==> src/lpr_pkg.sv <==
// Package for the light pair plane reconstruction block.
// Holds payload word types, register indexes and reset constants.
// No dependencies.
package lpr_pkg;

  localparam int LPR_COORD_WIDTH = 16;
  localparam int LPR_FRAC_BITS   = 8;

  localparam int CFG_IDX_W  = 2;
  localparam int CFG_DATA_W = 16;

  localparam logic [CFG_IDX_W-1:0] REG_FOCAL   = 2'd0;
  localparam logic [CFG_IDX_W-1:0] REG_SPACING = 2'd1;

  localparam logic [15:0] FOCAL_RESET   = 16'd512;
  localparam logic [15:0] SPACING_RESET = 16'd1;

  localparam logic STATUS_OK    = 1'b0;
  localparam logic STATUS_DEGEN = 1'b1;

  typedef struct packed {
    logic                              track_start;
    logic signed [LPR_COORD_WIDTH-1:0] left_img_x;
    logic signed [LPR_COORD_WIDTH-1:0] left_img_y;
    logic signed [LPR_COORD_WIDTH-1:0] right_img_y;
  } in_word_t;

  typedef struct packed {
    logic signed [31:0] left_world_x;
    logic signed [31:0] left_world_y;
    logic signed [31:0] left_world_z;
    logic signed [31:0] right_world_x;
    logic signed [31:0] right_world_y;
    logic signed [31:0] right_world_z;
    logic               status;
  } out_word_t;

endpackage

==> src/lpr_div_lane.sv <==
// Bit-serial restoring divider lane: one quotient bit per step.
// Standalone; used by light_pair_plane_reconstruct.
module lpr_div_lane #(
  parameter int NUM_W = 41,
  parameter int DEN_W = 17
) (
  input  logic             clk,
  input  logic             load,
  input  logic             step,
  input  logic [NUM_W-1:0] num_in,
  input  logic [DEN_W-1:0] den,
  output logic [NUM_W-1:0] quo
);

  logic [NUM_W-1:0] acc_r, acc_nxt;
  logic [DEN_W-1:0] rem_r, rem_nxt;
  logic [DEN_W:0]   rem_sh;
  logic             ge;

  assign rem_sh = {rem_r, acc_r[NUM_W-1]};
  assign ge     = rem_sh >= {1'b0, den};

  always_comb begin
    acc_nxt = acc_r;
    rem_nxt = rem_r;
    if (load) begin
      acc_nxt = num_in;
      rem_nxt = '0;
    end else if (step) begin
      // shift in the next numerator bit, retire one quotient bit at the bottom
      acc_nxt = {acc_r[NUM_W-2:0], ge};
      rem_nxt = ge ? DEN_W'(rem_sh - {1'b0, den}) : rem_sh[DEN_W-1:0];
    end
  end

  always_ff @(posedge clk) begin
    acc_r <= acc_nxt;
    rem_r <= rem_nxt;
  end

  assign quo = acc_r;

endmodule

==> src/light_pair_plane_reconstruct.sv <==
// Top level of the light pair plane reconstruction block.
// Depends on lpr_pkg and lpr_div_lane.
//
// Usage:
//   Input words (in_valid/in_stall) carry one frame: left x,y and right y of a
//   light pair. The block keeps the previous frame; a frame that starts a
//   track, or the first after reset, is stored and gives no result.
//   Every other frame gives one output word (out_valid/out_stall) holding the
//   Q24.8 world positions of the previous pair, each spacing * c / |d0|,
//   rounded and saturated. Zero d0, d1, dx or focal length gives status 1
//   with zero positions.
//   cfg_we/cfg_index/cfg_data write focal length (0) and spacing (1); others are
//   dropped. The user must write only while the block is idle; it has no check.
// Timing:
//   A frame with no result only updates the stored frame. A result frame is
//   multiplied as it is accepted and then loaded into the dividers, which
//   retire one quotient bit per cycle, four bit-serial lanes side by side
//   sharing the divisor. Degenerate frames skip the load and the division.
//   A finished word sits in the output register while the next frame is
//   accepted; if the receiver stalls, hold the next result until it drains.
// Reset:
//   Synchronous active-low rst_n clears the previous-frame flag, the output
//   valid and the state machine, and loads focal 512, spacing 1.
module light_pair_plane_reconstruct #(
  parameter int FRAC_BITS   = lpr_pkg::LPR_FRAC_BITS
) (
  input  logic                                clk,
  input  logic                                rst_n,
  input  logic                                in_valid,
  output logic                                in_stall,
  input  lpr_pkg::in_word_t                   in_word,
  output logic                                out_valid,
  input  logic                                out_stall,
  output lpr_pkg::out_word_t                  out_word,
  input  logic                                cfg_we,
  input  logic [lpr_pkg::CFG_IDX_W-1:0]       cfg_index,
  input  logic [lpr_pkg::CFG_DATA_W-1:0]      cfg_data
);

  import lpr_pkg::*;

  localparam int CW    = LPR_COORD_WIDTH;
  localparam int MW    = (CW > 16) ? CW : 16;   // magnitude width (coords or focal)
  localparam int PW    = 16 + MW;               // spacing * magnitude
  localparam int NUM_W = PW + FRAC_BITS + 1;    // room for the rounding half
  localparam int DEN_W = CW + 1;                // |d0| up to 2^CW - 1
  localparam int CNT_W = $clog2(NUM_W + 1);
  localparam int LANES = 4;

  typedef enum logic [1:0] {S_IDLE, S_MUL, S_DIV, S_DONE} state_t;

  state_t state_r, state_nxt;

  // configuration
  logic [15:0] focal_r, focal_nxt;
  logic [15:0] spacing_r, spacing_nxt;

  // previous frame
  logic signed [CW-1:0] prev_lx_r, prev_lx_nxt;
  logic signed [CW-1:0] prev_ly_r, prev_ly_nxt;
  logic signed [CW-1:0] prev_ry_r, prev_ry_nxt;
  logic                 have_prev_r, have_prev_nxt;

  // work registers
  logic [MW-1:0]    mag_r [LANES];
  logic [MW-1:0]    mag_nxt [LANES];
  logic             neg_r [LANES];
  logic             neg_nxt [LANES];
  logic [PW-1:0]    prod_r [LANES];
  logic [PW-1:0]    prod_nxt [LANES];
  logic [DEN_W-1:0] den_r, den_nxt;
  logic             degen_r, degen_nxt;
  logic [CNT_W-1:0] cnt_r, cnt_nxt;

  logic      out_valid_r, out_valid_nxt;
  out_word_t out_r, out_nxt;

  // current frame, taken at the internal coordinate width
  logic signed [CW-1:0] cur_x, cur_ly, cur_ry;
  logic signed [CW:0]   d0, d1, dx;
  logic                 accept, produce, degen;

  logic             lane_load, lane_step;
  logic [NUM_W-1:0] lane_num [LANES];
  logic [NUM_W-1:0] lane_quo [LANES];
  logic [31:0]      res [LANES];

  function automatic logic [MW-1:0] abs_coord(input logic signed [CW-1:0] c);
    logic [CW-1:0] m;
    m = c[CW-1] ? CW'(-c) : CW'(c);
    return MW'(m);
  endfunction

  function automatic logic [31:0] saturate(input logic [NUM_W-1:0] q, input logic neg);
    logic big;
    big = |q[NUM_W-1:31];
    if (neg) begin
      return big ? 32'h8000_0000 : (32'd0 - {1'b0, q[30:0]});
    end
    return big ? 32'h7FFF_FFFF : {1'b0, q[30:0]};
  endfunction

  assign cur_x  = CW'(in_word.left_img_x);
  assign cur_ly = CW'(in_word.left_img_y);
  assign cur_ry = CW'(in_word.right_img_y);

  assign d0 = (CW+1)'(prev_ly_r) - (CW+1)'(prev_ry_r);
  assign d1 = (CW+1)'(cur_ly) - (CW+1)'(cur_ry);
  assign dx = (CW+1)'(cur_x) - (CW+1)'(prev_lx_r);

  assign in_stall = (state_r != S_IDLE);
  assign accept   = in_valid && !in_stall;
  assign produce  = !in_word.track_start && have_prev_r;
  assign degen    = (d0 == '0) || (d1 == '0) || (dx == '0) || (focal_r == '0);

  assign lane_load = (state_r == S_MUL);
  assign lane_step = (state_r == S_DIV);

  // lanes: previous left x, previous left y, focal length, previous right y
  for (genvar i = 0; i < LANES; i++) begin : g_lane
    assign lane_num[i] = (NUM_W'(prod_r[i]) << FRAC_BITS) + NUM_W'(den_r >> 1);

    lpr_div_lane #(
      .NUM_W (NUM_W),
      .DEN_W (DEN_W)
    ) u_lane (
      .clk    (clk),
      .load   (lane_load),
      .step   (lane_step),
      .num_in (lane_num[i]),
      .den    (den_r),
      .quo    (lane_quo[i])
    );

    assign res[i] = saturate(lane_quo[i], neg_r[i]);
  end

  always_comb begin
    state_nxt     = state_r;
    focal_nxt     = focal_r;
    spacing_nxt   = spacing_r;
    prev_lx_nxt   = prev_lx_r;
    prev_ly_nxt   = prev_ly_r;
    prev_ry_nxt   = prev_ry_r;
    have_prev_nxt = have_prev_r;
    mag_nxt       = mag_r;
    neg_nxt       = neg_r;
    prod_nxt      = prod_r;
    den_nxt       = den_r;
    degen_nxt     = degen_r;
    cnt_nxt       = cnt_r;
    out_valid_nxt = out_valid_r;
    out_nxt       = out_r;

    if (out_valid_r && !out_stall) begin
      out_valid_nxt = 1'b0;
    end

    if (cfg_we) begin
      unique case (cfg_index)
        REG_FOCAL:   focal_nxt   = cfg_data;
        REG_SPACING: spacing_nxt = cfg_data;
        default: ;
      endcase
    end

    unique case (state_r)
      S_IDLE: begin
        if (accept) begin
          if (produce) begin
            degen_nxt  = degen;
            den_nxt    = d0[CW] ? DEN_W'(-d0) : DEN_W'(d0);
            mag_nxt[0] = abs_coord(prev_lx_r);
            mag_nxt[1] = abs_coord(prev_ly_r);
            mag_nxt[2] = MW'(focal_r);
            mag_nxt[3] = abs_coord(prev_ry_r);
            neg_nxt[0] = prev_lx_r[CW-1];
            neg_nxt[1] = prev_ly_r[CW-1];
            neg_nxt[2] = 1'b0;
            neg_nxt[3] = prev_ry_r[CW-1];
            state_nxt  = degen ? S_DONE : S_MUL;
          end
          prev_lx_nxt   = cur_x;
          prev_ly_nxt   = cur_ly;
          prev_ry_nxt   = cur_ry;
          have_prev_nxt = 1'b1;
        end
      end
      S_MUL: begin
        // products are registered; load the lanes from them now
        state_nxt = S_DIV;
        cnt_nxt   = '0;
      end
      S_DIV: begin
        cnt_nxt = cnt_r + 1'b1;
        if (cnt_r == CNT_W'(NUM_W - 1)) begin
          state_nxt = S_DONE;
        end
      end
      S_DONE: begin
        // wait for the output register to drain
        if (!out_valid_r || !out_stall) begin
          out_valid_nxt = 1'b1;
          if (degen_r) begin
            out_nxt        = '0;
            out_nxt.status = STATUS_DEGEN;
          end else begin
            out_nxt.left_world_x  = res[0];
            out_nxt.left_world_y  = res[1];
            out_nxt.left_world_z  = res[2];
            out_nxt.right_world_x = res[0];
            out_nxt.right_world_y = res[3];
            out_nxt.right_world_z = res[2];
            out_nxt.status        = STATUS_OK;
          end
          state_nxt = S_IDLE;
        end
      end
      default: state_nxt = S_IDLE;
    endcase

    // multiply from the captured magnitudes; the lanes load them in S_MUL
    if (state_r == S_IDLE) begin
      for (int i = 0; i < LANES; i++) begin
        prod_nxt[i] = PW'(spacing_r) * PW'(mag_nxt[i]);
      end
    end
  end

  always_ff @(posedge clk) begin
    if (!rst_n) begin
      state_r     <= S_IDLE;
      focal_r     <= FOCAL_RESET;
      spacing_r   <= SPACING_RESET;
      prev_lx_r   <= '0;
      prev_ly_r   <= '0;
      prev_ry_r   <= '0;
      have_prev_r <= 1'b0;
      out_valid_r <= 1'b0;
      cnt_r       <= '0;
    end else begin
      state_r     <= state_nxt;
      focal_r     <= focal_nxt;
      spacing_r   <= spacing_nxt;
      prev_lx_r   <= prev_lx_nxt;
      prev_ly_r   <= prev_ly_nxt;
      prev_ry_r   <= prev_ry_nxt;
      have_prev_r <= have_prev_nxt;
      out_valid_r <= out_valid_nxt;
      cnt_r       <= cnt_nxt;
    end
    mag_r   <= mag_nxt;
    neg_r   <= neg_nxt;
    prod_r  <= prod_nxt;
    den_r   <= den_nxt;
    degen_r <= degen_nxt;
    out_r   <= out_nxt;
  end

  assign out_valid = out_valid_r;
  assign out_word  = out_r;

endmodule

==> config.mk <==
export PLATFORM = sky130hd
export DESIGN_NAME = light_pair_plane_reconstruct
export DESIGN_NICKNAME = d
export VERILOG_FILES = /design/src/lpr_pkg.sv /design/src/lpr_div_lane.sv /design/src/light_pair_plane_reconstruct.sv
export SDC_FILE = /design/constraint.sdc
export NUM_CORES = 2
export LEC_CHECK = 0
export BUFFER_PORTS_ARGS = -buffer_cell sky130_fd_sc_hd__buf_2
export CAP_MARGIN = 20
export CORE_UTILIZATION = 30
export CTS_BUF_LIST = sky130_fd_sc_hd__clkbuf_2 sky130_fd_sc_hd__clkbuf_4 sky130_fd_sc_hd__clkbuf_8
export CTS_CLUSTER_SIZE = 8
export DETAILED_ROUTE_END_ITERATION = 10
export SLEW_MARGIN = 30
export SYNTH_ARGS = -nofsm -noshare
export SYNTH_HDL_FRONTEND = slang
export SYNTH_HIERARCHICAL = 1
export SYNTH_SLANG_ARGS = --single-unit
==> constraint.sdc <==
create_clock -name clk -period 10.9 [get_ports clk]
set_clock_uncertainty 0.1 [all_clocks]
set_input_delay 1.09 -clock clk [delete_from_list [all_inputs] [get_ports clk]]
set_output_delay 1.09 -clock clk [all_outputs]
set_load 0.01 [all_outputs]
==> After elaboration in Yosys (flattened, before gate mapping) <==
Cells that the tools add are included.
{ "classes": {"mux": 46, "magnitude_cmp": 4, "reduce_logical": 29, "mul": 4, "n_eq_ne": 9, "addsub": 19} }
{ "ops": {"columns": ["operator", "n"], "rows": [
  ["$mux W41", 8],
  ["$mux W32", 9],
  ["$mux W64", 3],
  ["$add A40 B16 Y41", 4],
  ["$mul A16 B16 Y32", 4],
  ["$mux W31", 4],
  ["$sub A1 B31 Y32 const A", 3],
  ["$ge A18 B17 Y1", 4],
  ["$mux W17", 4],
  ["$sub A17 B17 Y17", 4],
  ["$mux W16", 4],
  ["$logic_not A17 Y1", 3],
  ["$sub A16 B16 Y17", 3],
  ["$neg A16 Y16", 3],
  ["$reduce_or A10 Y1", 4],
  ["$neg A17 Y17", 1],
  ["$logic_not A16 Y1", 1],
  ["$pmux W6 S2", 1],
  ["$mux W2", 5],
  ["$ne A2 B2 Y1 const B", 4],
  ["$pmux W2 S4", 1],
  ["$reduce_and A2 Y1", 4],
  ["$mux W1", 7],
  ["$add A6 B1 Y6 const B", 1],
  ["other kinds (10)", 22]
]} }
{ "totals": {"elab_cells": 147, "register_bits": 663, "out_inout_bits": 195} }

==> Logic depth before layout (Yosys ltp) <==
{ "logic_depth": {"word_depth": 9, "ltp_mapped": 32, "ltp_nobuf": 29} }

==> Cells and area by module <==
The synthesis kept the hierarchy.
{ "modules_own_cells": {"columns": ["mod", "seq_area_each_um2", "cells_per_inst", "n_inst", "area_per_inst_um2"], "rows": [
  ["light_pair_plane_reconstruct", 11400.9, 6575, 1, 58192.1],
  ["lpr_div_lane (g_lane[0].u_lane ...)", 1571.5, 315, 3, 3508.4],
  ["lpr_div_lane (g_lane[3].u_lane)", 1571.5, 311, 1, 3464.6]
]} }

==> Worst setup path before layout <==
OpenSTA, ideal clock, no wires.
{ "synth_timing": {"path_kind": "reg-to-reg", "startpoint": "register state_r[0]", "endpoint": "register prod_r[60] in the netlist's numbering, data pin", "setup_slack_ns": -1.009, "required_ns": 10.508, "path_stages_with_launch": 31, "arrival_ns": 11.517, "cell_sequence": "dfxtp_1 -> inv_1 -> ha_1 -> inv_1 -> or3_1 -> clkbuf_1 -> clkinv_1 -> buf_1 -> nand2_1 -> nand2_1 -> clkbuf_1 -> nand2_1 -> fa_1 -> inv_1 -> fa_1 -> inv_1 -> fa_1 -> fa_1 -> inv_1 -> fa_1 -> inv_1 -> fa_1 -> inv_1 -> ha_1 -> a211o_1 -> nand2b_1 -> nor3_1 -> nor3_1 -> a311oi_1 -> o41ai_1 -> o311ai_0"} }
{ "synth_lines": {"columns": ["element", "line", "source"], "rows": [
  ["start, declared", "light_pair_plane_reconstruct.sv:52", "state_t state_r, state_nxt;"],
  ["start signal, assigned", "light_pair_plane_reconstruct.sv:242", "state_r <= state_nxt;"],
  ["end signal, assigned", "light_pair_plane_reconstruct.sv:254", "prod_r <= prod_nxt;"],
  ["end, declared", "light_pair_plane_reconstruct.sv:69", "logic [PW-1:0] prod_r [LANES];"]
]} }

==> Final worst setup path <==
{ "layout_timing": {"startpoint": "register state_r[1]", "endpoint": "register prod_r[60] in the netlist's numbering, data pin"} }
{ "layout_between": {"elab_chain_cells": 6, "word_cells_on_any_way": 7, "cone_classes": "1 x mul; 2 x mux; 4 x reduce/logical"} }
{ "layout_rtl": {"columns": ["element", "line", "source"], "rows": [
  ["$reduce_bool A2 Y1", "light_pair_plane_reconstruct.sv:111", "assign in_stall = (state_r != S_IDLE);"],
  ["$logic_not A1 Y1", "light_pair_plane_reconstruct.sv:112", "assign accept = in_valid && !in_stall;"],
  ["$logic_and A1 B1 Y1", "light_pair_plane_reconstruct.sv:112", null],
  ["$mux W64", "light_pair_plane_reconstruct.sv:169", "if (accept) begin"],
  ["$mux W64 *", "light_pair_plane_reconstruct.sv:167", "unique case (state_r)"],
  ["$mul A16 B16 Y32 *", "light_pair_plane_reconstruct.sv:225", "prod_nxt[i] = PW'(spacing_r) * PW'(mag_nxt[i]);"]
]} }
Every way passes the cells marked *; elsewhere a longest branch is shown, timed or not.
A chain may end at the register's enable or synchronous reset.

==> impl_metrics.tcl <==
set metrics [dict create \
    ant_nets 0 \
    yosys_warnings 6 \
    syn_avg_cell_area_um2 9.217 \
    power_leakage_uw 0.03534 \
    ys_ff_latch 663 \
    min-delay-start "prev_lx_r[14]$_SDFFE_PN0P_" \
    maxSlewViolCount 0 \
    insertion_delay_ps 910 \
    viasPerCell 4.924 \
    hpwlAfterDp_um 153300 \
    hold_viol_final 0 \
    drt_wl_total_um 202100 \
    tns_ps 0 \
    path_max_fanout 46 \
    cts_root_buf "clkbuf_8" \
    seq_area_frac_synth 0.2450 \
    cts_tree "built" \
    hold_path_end "prev_lx_r[14]$_SDFFE_PN0P_" \
    reg2reg_to "prod_r[60]$_DFFE_PP_" \
    grt_antenna_before_repair 24 \
    fmax_ghz 0.1116 \
    rows 179 \
    hold_buffers 0 \
    post-place-cells 10930 \
    cts_buffers 130 \
    syn_inst 7831 \
    cts_max_level 4 \
    syn_to_final_growth_pct 9.818 \
    finalCriticalPeriod_ps 8957 \
    placeableCoreArea_um2 238500 \
    pin_count 267 \
    postCtsSetupBuffers 0 \
    final_nets 9331 \
    grt_max_degree 75 \
    die_w_um 492.5 \
    worstPathRequired_ps 11400 \
    synthArstFlopShare 0 \
    arrival_ps 9450 \
    setup_viol 0 \
    cts.repair.resized 0 \
    cp-startpoint "state_r[1]$_SDFFE_PN0P_" \
    timing.slew.headroom 0.3121 \
    layout.cells.non_filler 11180 \
    dr.pass1.iters 6 \
    rsz0062_at_grt "false" \
    r2r-start "state_r[1]$_SDFFE_PN0P_" \
    critPathKind "register to register" \
    grt.total_usage 0.1651 \
    fillers 24460 \
    vias 55030 \
    layout-drive-gt1-share 0.1075 \
    powerDensity_nw_per_um2 172.3 \
    ys.flop_type "edfxtp_1" \
    worst_pin_slew_ps 1032 \
    clk_pin_slew_worst_paths_ps 60 \
    place_congestion 0.8795 \
    drtIter0Drc 3574 \
    cts_max_path_buffers 3 \
    numPortBuffers 264 \
    overflow 0 \
    drv_cap 0 \
    start_util 0.3026 \
    whs_path_depth 2 \
    end_kind "register" \
    finalCritPeriodShare 0.8217 \
    die_area_um2 242600 \
    cp-start-kind "register" \
    outcome "finished, final reports clean" \
    rrSetupSlack_ps 1940 \
    synth_edf_count 441 \
    post_drt_wl_per_cell_um 18.08 \
    ir_drop_mv 0.1038 \
    syn_area_um2 72180 \
    dieHeight_um 492.5 \
    drc 0 \
    clkSinkCount 663 \
    yosys.cell_types.count 97 \
    grt_pass1_vias 55980 \
    r2r_cells 27 \
    hp-class "register to register" \
    grt_pass1_wl_um 316100 \
]
[state kept, by name, indices dropped and copies added (netlist names)]
| signal | flops |
|---|---|
| spacing_r | 16 |
| prev_ry_r | 16 |
| prev_ly_r | 16 |
| neg_r | 3 |
| g_lane.u_lane/quo | 164 |
| state_r | 2 |
| have_prev_r | 1 |
| mag_r | 64 |
| g_lane.u_lane/rem_r | 68 |
| prev_lx_r | 16 |
| out_word | 128 |
| prod_r | 128 |
| den_r | 17 |
| cnt_r | 6 |
| out_valid | 1 |
| focal_r | 16 |
| degen_r | 1 |
[synthesized netlist by cell type (54+ instances only)]
cell      count  area share
dfxtp_1     222       0.062
buf_4        66      0.0069
a211oi_1     88      0.0092
mux2_2      157       0.024
nand2_1    1030       0.054
nand3_1      67      0.0046
o21ai_0     144       0.010
and2_1      498       0.043
edfxtp_1    441        0.18
nand2b_1     54      0.0047
xnor2_1     218       0.026
clkbuf_1    328       0.017
a21oi_1     299       0.021
ha_1        578        0.10
nor3_1       85      0.0059
inv_1      1120       0.058
xor2_1      151       0.018
nor2_1      483       0.025
fa_1        785        0.22
o21ai_1      67      0.0046
and3_1       60      0.0052
a21o_1       83      0.0086
[through the flow]
stage                       util  instance area (µm²)  hold slack, ps  total power, µW  setup slack [ps]
after floorplan                -                72190           306.4             9042             612.1
after global placement    0.3200                76320           342.0            10790              1328
after detailed placement  0.3205                76460           348.4            10980              1566
after CTS                 0.3320                79190           238.1            13760              1894
after global routing      0.3323                79260           309.1            14660              1198
final                     0.3323                79270           354.8            13660              1943
[per-layer routing]
layer | up-vias | global-route usage | wire, µm
li1 | 25830 | - | -
met1 | 27300 | 0.2160 | 89370
met2 | 1537 | 0.2743 | 94810
met3 | 350 | 0.02693 | 11450
met4 | 22 | 0.05786 | 6282
met5 | - | 0 | 137
[how the worst max path moves through the flow]
stage	cells past startpoint	end	slack, ps
finish	27	prod_r[60]$_DFFE_PP_	1940
CTS	27	prod_r[60]$_DFFE_PP_	1890
detailed placement	26	prod_r[60]$_DFFE_PP_	1570
floorplan	30	prod_r[60]$_DFFE_PP_	610
global route	28	prod_r[62]$_DFFE_PP_	1200
global placement	26	prod_r[60]$_DFFE_PP_	1330
[layout by cell type (no fill, tap or decap), types with 50 or more instances in the layout]
| cell type | netlist | routed |
|---|---|---|
| xnor2_1 | 218 | 218 |
| inv_1 | 1120 | 1120 |
| nor2_1 | 483 | 482 |
| dfxtp_1 | 222 | 206 |
| and2_1 | 498 | 498 |
| buf_2 | 20 | 264 |
| edfxtp_1 | 441 | 441 |
| a211oi_1 | 88 | 88 |
| mux2i_1 | 52 | 52 |
| nand2b_1 | 54 | 54 |
| a21oi_1 | 299 | 299 |
| and3_1 | 60 | 60 |
| clkbuf_8 | 0 | 147 |
| ha_1 | 578 | 575 |
| mux2_2 | 157 | 157 |
| o21ai_0 | 144 | 144 |
| a21o_1 | 83 | 83 |
| nand3_1 | 67 | 65 |
| nor3_1 | 85 | 85 |
| nor4_1 | 50 | 50 |
| buf_4 | 66 | 94 |
| o21ai_1 | 67 | 51 |
| xor2_1 | 151 | 151 |
| nand2_1 | 1030 | 1030 |
| fa_1 | 785 | 785 |
[power by group]
part	total, µW	leakage, µW	switching, µW	internal (µW)
Sequential	4700	0.00612	806	3890
Combinational	6290	0.0278	3850	2430
Clock	2680	0.00144	1200	1480
[kinds of logic (layout without fill, tap and decap cells)]
kind of cell / count (synthesis) / in the layout / synth area share
and+or+nand+nor: 2591 / 2591 / 0.1736
buffers and inverters: 1555 / 1725 / 0.08563
adders and majority gates: 1363 / 1363 / 0.3179
AOI/OAI and AO/OA: 1068 / 1068 / 0.09945
DFF: 663 / 663 / 0.2450
xor gates and xnor gates: 369 / 369 / 0.04477
muxes: 221 / 221 / 0.03358
other: 1 / 10 / 0.00005195
[final cells by class]
class | count | area, µm² | area share
antenna | 8 | 20.02 | 0.0002525
clock buffer | 186 | 2316 | 0.02922
clock inverter | 52 | 417.9 | 0.005272
inverter | 1122 | 4212 | 0.05313
multi-input combinational | 5614 | 48470 | 0.6115
sequential | 663 | 17720 | 0.2235
tap | 3167 | 3963 | 0.04999
timing repair buffer | 365 | 2147 | 0.02709
[worst max-delay path, cell delays in order, from the launching register on]
cell	delay (ps)
dfxtp_1	390
inv_1	140
ha_4	180
inv_1	190
or3_4	590
clkinv_1	610
nand2_1	240
nand2_1	350
nand2_1	230
fa_1	420
inv_1	100
fa_1	390
inv_1	80
fa_1	440
fa_1	550
inv_1	50
fa_1	470
inv_1	50
fa_1	470
inv_1	40
ha_1	380
a211o_1	170
nand2b_1	100
nor3_1	70
nor3_1	450
a311oi_1	270
o41ai_1	840
o311ai_0	250
No activity file was read; power rests on OpenSTA's default activity.
